--- config.mk ---
export PLATFORM = sky130hd
export DESIGN_NAME = pcsm_div
export DESIGN_NICKNAME = d
export VERILOG_FILES = /design/src/hdl/pcsm_div.sv
export SDC_FILE = /design/constraint.sdc
export NUM_CORES = 1
export LEC_CHECK = 0
export ABC_CLOCK_PERIOD_IN_PS = 4000
export BUFFER_PORTS_ARGS = -buffer_cell sky130_fd_sc_hd__buf_4
export CORE_MARGIN = 1
export CORE_UTILIZATION = 40
export CTS_BUF_LIST = sky130_fd_sc_hd__clkbuf_4 sky130_fd_sc_hd__clkbuf_8
export CTS_CLUSTER_DIAMETER = 80
export DETAILED_ROUTE_END_ITERATION = 8
export REMOVE_ABC_BUFFERS = 1
export SLEW_MARGIN = 40
export SYNTH_ARGS = -nofsm -noshare
export SYNTH_HDL_FRONTEND = slang
export SYNTH_SLANG_ARGS = --single-unit
--- constraint.sdc ---
create_clock -name i_clk -period 4 [get_ports i_clk]
set_clock_uncertainty 0.2 [all_clocks]
set_input_delay 0 -clock i_clk [delete_from_list [all_inputs] [get_ports i_clk]]
set_output_delay 0 -clock i_clk [all_outputs]
set_load 0.01 [all_outputs]
--- src/hdl/pcsm_div.sv ---
// ============================================================================
// pcsm_div
// Signed restoring divider, one quotient bit per cycle, truncating toward 0.
// ============================================================================
module pcsm_div (
    input  logic                     i_clk,
    input  logic                     i_rst_n,
    input  logic                     i_start,
    input  logic signed [31:0]       i_dividend,
    input  logic signed [31:0]       i_divisor,
    output logic                     o_done,
    output logic signed [31:0]       o_quot,
    output logic signed [31:0]       o_rem
);

    logic        r_busy;
    logic        r_done;
    logic [4:0]  r_cnt;
    logic [31:0] r_q;
    logic [31:0] r_r;
    logic [31:0] r_d;
    logic        r_qneg;
    logic        r_rneg;

    logic [32:0] w_sh;
    logic [32:0] w_diff;
    logic        w_ge;

    always_comb begin
        w_sh   = {r_r, r_q[31]};
        w_diff = w_sh - {1'b0, r_d};
        w_ge   = ~w_diff[32];
    end

    always_ff @(posedge i_clk) begin
        if (!i_rst_n) begin
            r_busy <= 1'b0;
            r_done <= 1'b0;
            r_cnt  <= '0;
        end else begin
            r_done <= 1'b0;
            if (i_start) begin
                r_busy <= 1'b1;
                r_cnt  <= '0;
            end else if (r_busy) begin
                r_cnt <= r_cnt + 5'd1;
                if (r_cnt == 5'd31) begin
                    r_busy <= 1'b0;
                    r_done <= 1'b1;
                end
            end
        end
    end

    // Datapath: load magnitudes, then shift and subtract
    always_ff @(posedge i_clk) begin
        if (i_start) begin
            r_q    <= i_dividend[31] ? 32'(-i_dividend) : i_dividend;
            r_d    <= i_divisor[31] ? 32'(-i_divisor) : i_divisor;
            r_r    <= '0;
            r_qneg <= i_dividend[31] ^ i_divisor[31];
            r_rneg <= i_dividend[31];
        end else if (r_busy) begin
            r_q <= {r_q[30:0], w_ge};
            r_r <= w_ge ? w_diff[31:0] : w_sh[31:0];
        end
    end

    assign o_done = r_done;
    assign o_quot = r_qneg ? -$signed(r_q) : $signed(r_q);
    assign o_rem  = r_rneg ? -$signed(r_r) : $signed(r_r);

endmodule

==> run summary <==
Switch Pwr -> 1091 uW
Pwr Density -> 304.1 mW/mm^2
Final WL -> 21.88 mm
Routability cong. -> 0.8837
Top post-synthesis cells by count -> xnor2_1, nand2_1, nor2_1, edfxtp_1, a21oi_1
Internal reg-to-reg setup slack -> 0.59 ns
Async set-reset flop share out of synthesis -> 0%
Synth Area in Compound Gates -> 20.27%
Crit path to -> r_q[29]
# DRC -> 0
Post-synthesis mux area share -> 3.403%
WS Path Type -> input pin to register
Final setup TNS -> 0 ns
Switching portion of total power -> 33.13%
Worst slew pin tran -> 0.6193 ns
Reg2reg end -> r_r[6]
Synth Area in Simple Gates -> 17.00%
Final setup vio count -> 0
Die H -> 145.8 microns
Port-buffer cells -> 131
Die Wd -> 145.8 microns
Fillers -> 1,882
Largest family of logic cells by synthesized area -> compound AO/OA/AOI/OAI gates
Post-Synthesis Cell Area -> 0.008272 sq mm
Via-to-Cell Ratio -> 5.286
Worst setup SP type -> input pin
Final Util -> 53.52%
CP delay by family, top -> simple AND/OR/NAND/NOR gates
H-Tree Depth -> 3
Post-synthesis adder-cell area fraction -> 5.990%
DRT iter0 DRCs -> 430
Crit path depth -> 11
Crit share post-route -> 96.26%
CP max FO -> 4
Site Rows -> 52
Synth warn -> 0
Slew headroom -> 58.71%
Gate power share -> 37.8%
Crit-path slowest cell -> dlygate4sd3_1
Worst path max stage delay -> 0.56 ns
Root Buffer -> clkbuf_8
Max cap viols -> 0
CTS tree -> yes
DP HPWL -> 15.85 mm
CORE AREA -> 0.02023 sq mm
Vias in the first global route -> 7,317
Max rail drop VDD -> 0.2048 mV
XOR/XNOR Fraction of Synth Area -> 15.67%
ANT nets after route -> 0
RSZ-0062 raised after global routing -> no
Num CTS Buffers -> 9
Hold_sp -> i_divisor[0]
Die area -> 0.02126 sq mm
I/O pins -> 132
First-pass GRT wire length -> 35.67 mm
Layout cells sized above 1 -> 16.49%
Grt total ovfl -> 0
Worst path required time -> 3.92 ns
CP endpoint kind -> register
Area added between synthesis and finish -> 30.93%
R2R depth -> 12
Period minus WS final -> 3.850 ns
Flop pwr share -> 40.9%
Seq/Total Area, Yosys -> 33.40%
Initial antenna violation count -> 2
Ranking of synthesized cells by area -> edfxtp_1, xnor2_1, dfxtp_1, ha_1, xor2_1
Top cell type's share of synthesized area -> 23.96%
CTS Buffer Depth -> 2
Buffers plus inverters on the worst setup path -> 3
Cell variety after synth -> 64
Arrival time worst endpoint -> 3.77 ns
Routed len/inst -> 15.23 microns
Post-synthesis register bit count -> 105
FMAX -> 0.2597 GHz
Post-synth top flop -> edfxtp_1
Largest net degree at the start of global routing -> 73
Initial core utilization -> 40.88%
CP cell instances -> dlygate4sd3_1 -> buf_4 -> or4_4 -> or4_1 -> or2_1 -> or3_4 -> or4_4 -> o41ai_4 -> xor2_1 -> dlygate4sd3_1 -> a21oi_1
Clock power frac -> 21.3%
Final Hold Vio Count -> 0
Nets@finish -> 1,265
Int Power -> 2203 uW
Cell with the most instances after synthesis -> xnor2_1
Pre-antenna DRT Iters -> 5
Leading area contributor after synthesis -> edfxtp_1
Later-pin clock latency in the skew report -> 0.39 ns
Reg clk slew, reported paths -> 0.10 ns
Via count -> 7,590
Min-Delay Path Class -> input pin to register
Max-slew violations -> 0
Syn Area/Cell -> 8.790 sq um
Cell count after synthesis -> 941
# Post-CTS Setup Buffers -> 0
Static leakage -> 0.004308 uW
Status -> completed
Reg2reg start -> r_q[31]
Number of synthesized flops with an enable pin -> 66
Clk sinks -> 105
Critical Path Source -> i_dividend[16]
All-Layer GR Usage -> 20.76%
[state kept, by name, summed over array words and instances (netlist names)]
signal and count:
r_q 32, r_busy 1, r_rneg 1, r_d 32
r_qneg 1, r_cnt 5, r_r 32, o_done 1
[cell families after synthesis]
group                      Yosys count
and+or+nand+nor                    277
buffers and inverters               91
adders and majority gates           39
xor gates and xnor gates           148
DFF                                105
muxes                               28
AOI/OAI and AO/OA                  253
[power by group through the flow]
stage                     clock network [uW]  logic, uW  registers [uW]
after floorplan                            0        676            1360
after global placement                     0       1120            1380
after detailed placement                   0       1130            1370
after CTS                                721       1240            1350
after global routing                     758       1370            1360
final                                    702       1240            1350
[area by class of cell]
class | count | area (sq um) | area share (%)
repair buffers | 247 | 2131 | 19.67
clock buffers | 12 | 146.4 | 1.352
flip-flops and latches | 105 | 2763 | 25.51
clock inverters | 4 | 52.55 | 0.4852
inverters | 51 | 191.4 | 1.768
multi-input cells | 745 | 5204 | 48.05
well taps | 270 | 337.8 | 3.119
diodes | 2 | 5.005 | 0.04621
[routing by layer]
layer  GRT usage (%)  part of all wire, %
met1           26.82                   46
met2           35.19                   48
met3           2.696                  3.9
met4           7.947                  2.2
met5               0                    0
[worst min path at each step]
stage | to | slack (ns) | cells past startpoint
finish | r_d[0] | 0.16 | 2
global route | r_d[0] | 0.14 | 2
CTS | r_d[20] | 0.04 | 1
detailed placement | r_d[0] | 0.01 | 1
global placement | r_d[0] | 0.009 | 1
floorplan | r_r[10] | -0.13 | 1
[cells in the final DEF (no fill, tap or decap), types with 7 or more instances in the layout]
master	instances
a211oi_1	20
a21o_1	15
a21oi_1	61
buf_4	138
clkbuf_8	9
dfxtp_1	39
dlygate4sd3_1	106
edfxtp_1	66
ha_1	38
inv_1	51
mux2i_1	27
nand2_1	79
nand2b_1	14
nand3_1	11
nor2_1	73
nor3_1	12
o211ai_1	8
o21a_1	7
o21ai_0	60
o31ai_1	27
o41ai_1	15
or2_2	9
or3_1	22
or4_1	12
xnor2_1	103
xor2_1	45
[metrics by stage]
| stage | area, sq um | power (uW) | worst slack (ns) | hold slack (ns) | std cells |
|---|---|---|---|---|---|
| detailed placement | 9518 | 2500 | 0.5882 | 0.01004 | 1312 |
| floorplan | 8110 | 2040 | 0.2226 | -0.1272 | 901 |
| global route | 10830 | 3489 | 0.006280 | 0.1389 | 1436 |
| finish | 10830 | 3294 | 0.1497 | 0.1619 | 1436 |
| global placement | 9493 | 2492 | 0.6454 | 0.008575 | 1310 |
| CTS | 10770 | 3309 | 0.06640 | 0.03523 | 1433 |
[what timing repair did]
item / 4_1_cts / 5_1_grt
gates resized for setup: 0 / 7
endpoints found under the hold margin: 73 / 36
endpoints found under the setup margin: 0 / 5
hold buffers: 105 / 1
Power figures use the tool's default switching activity.
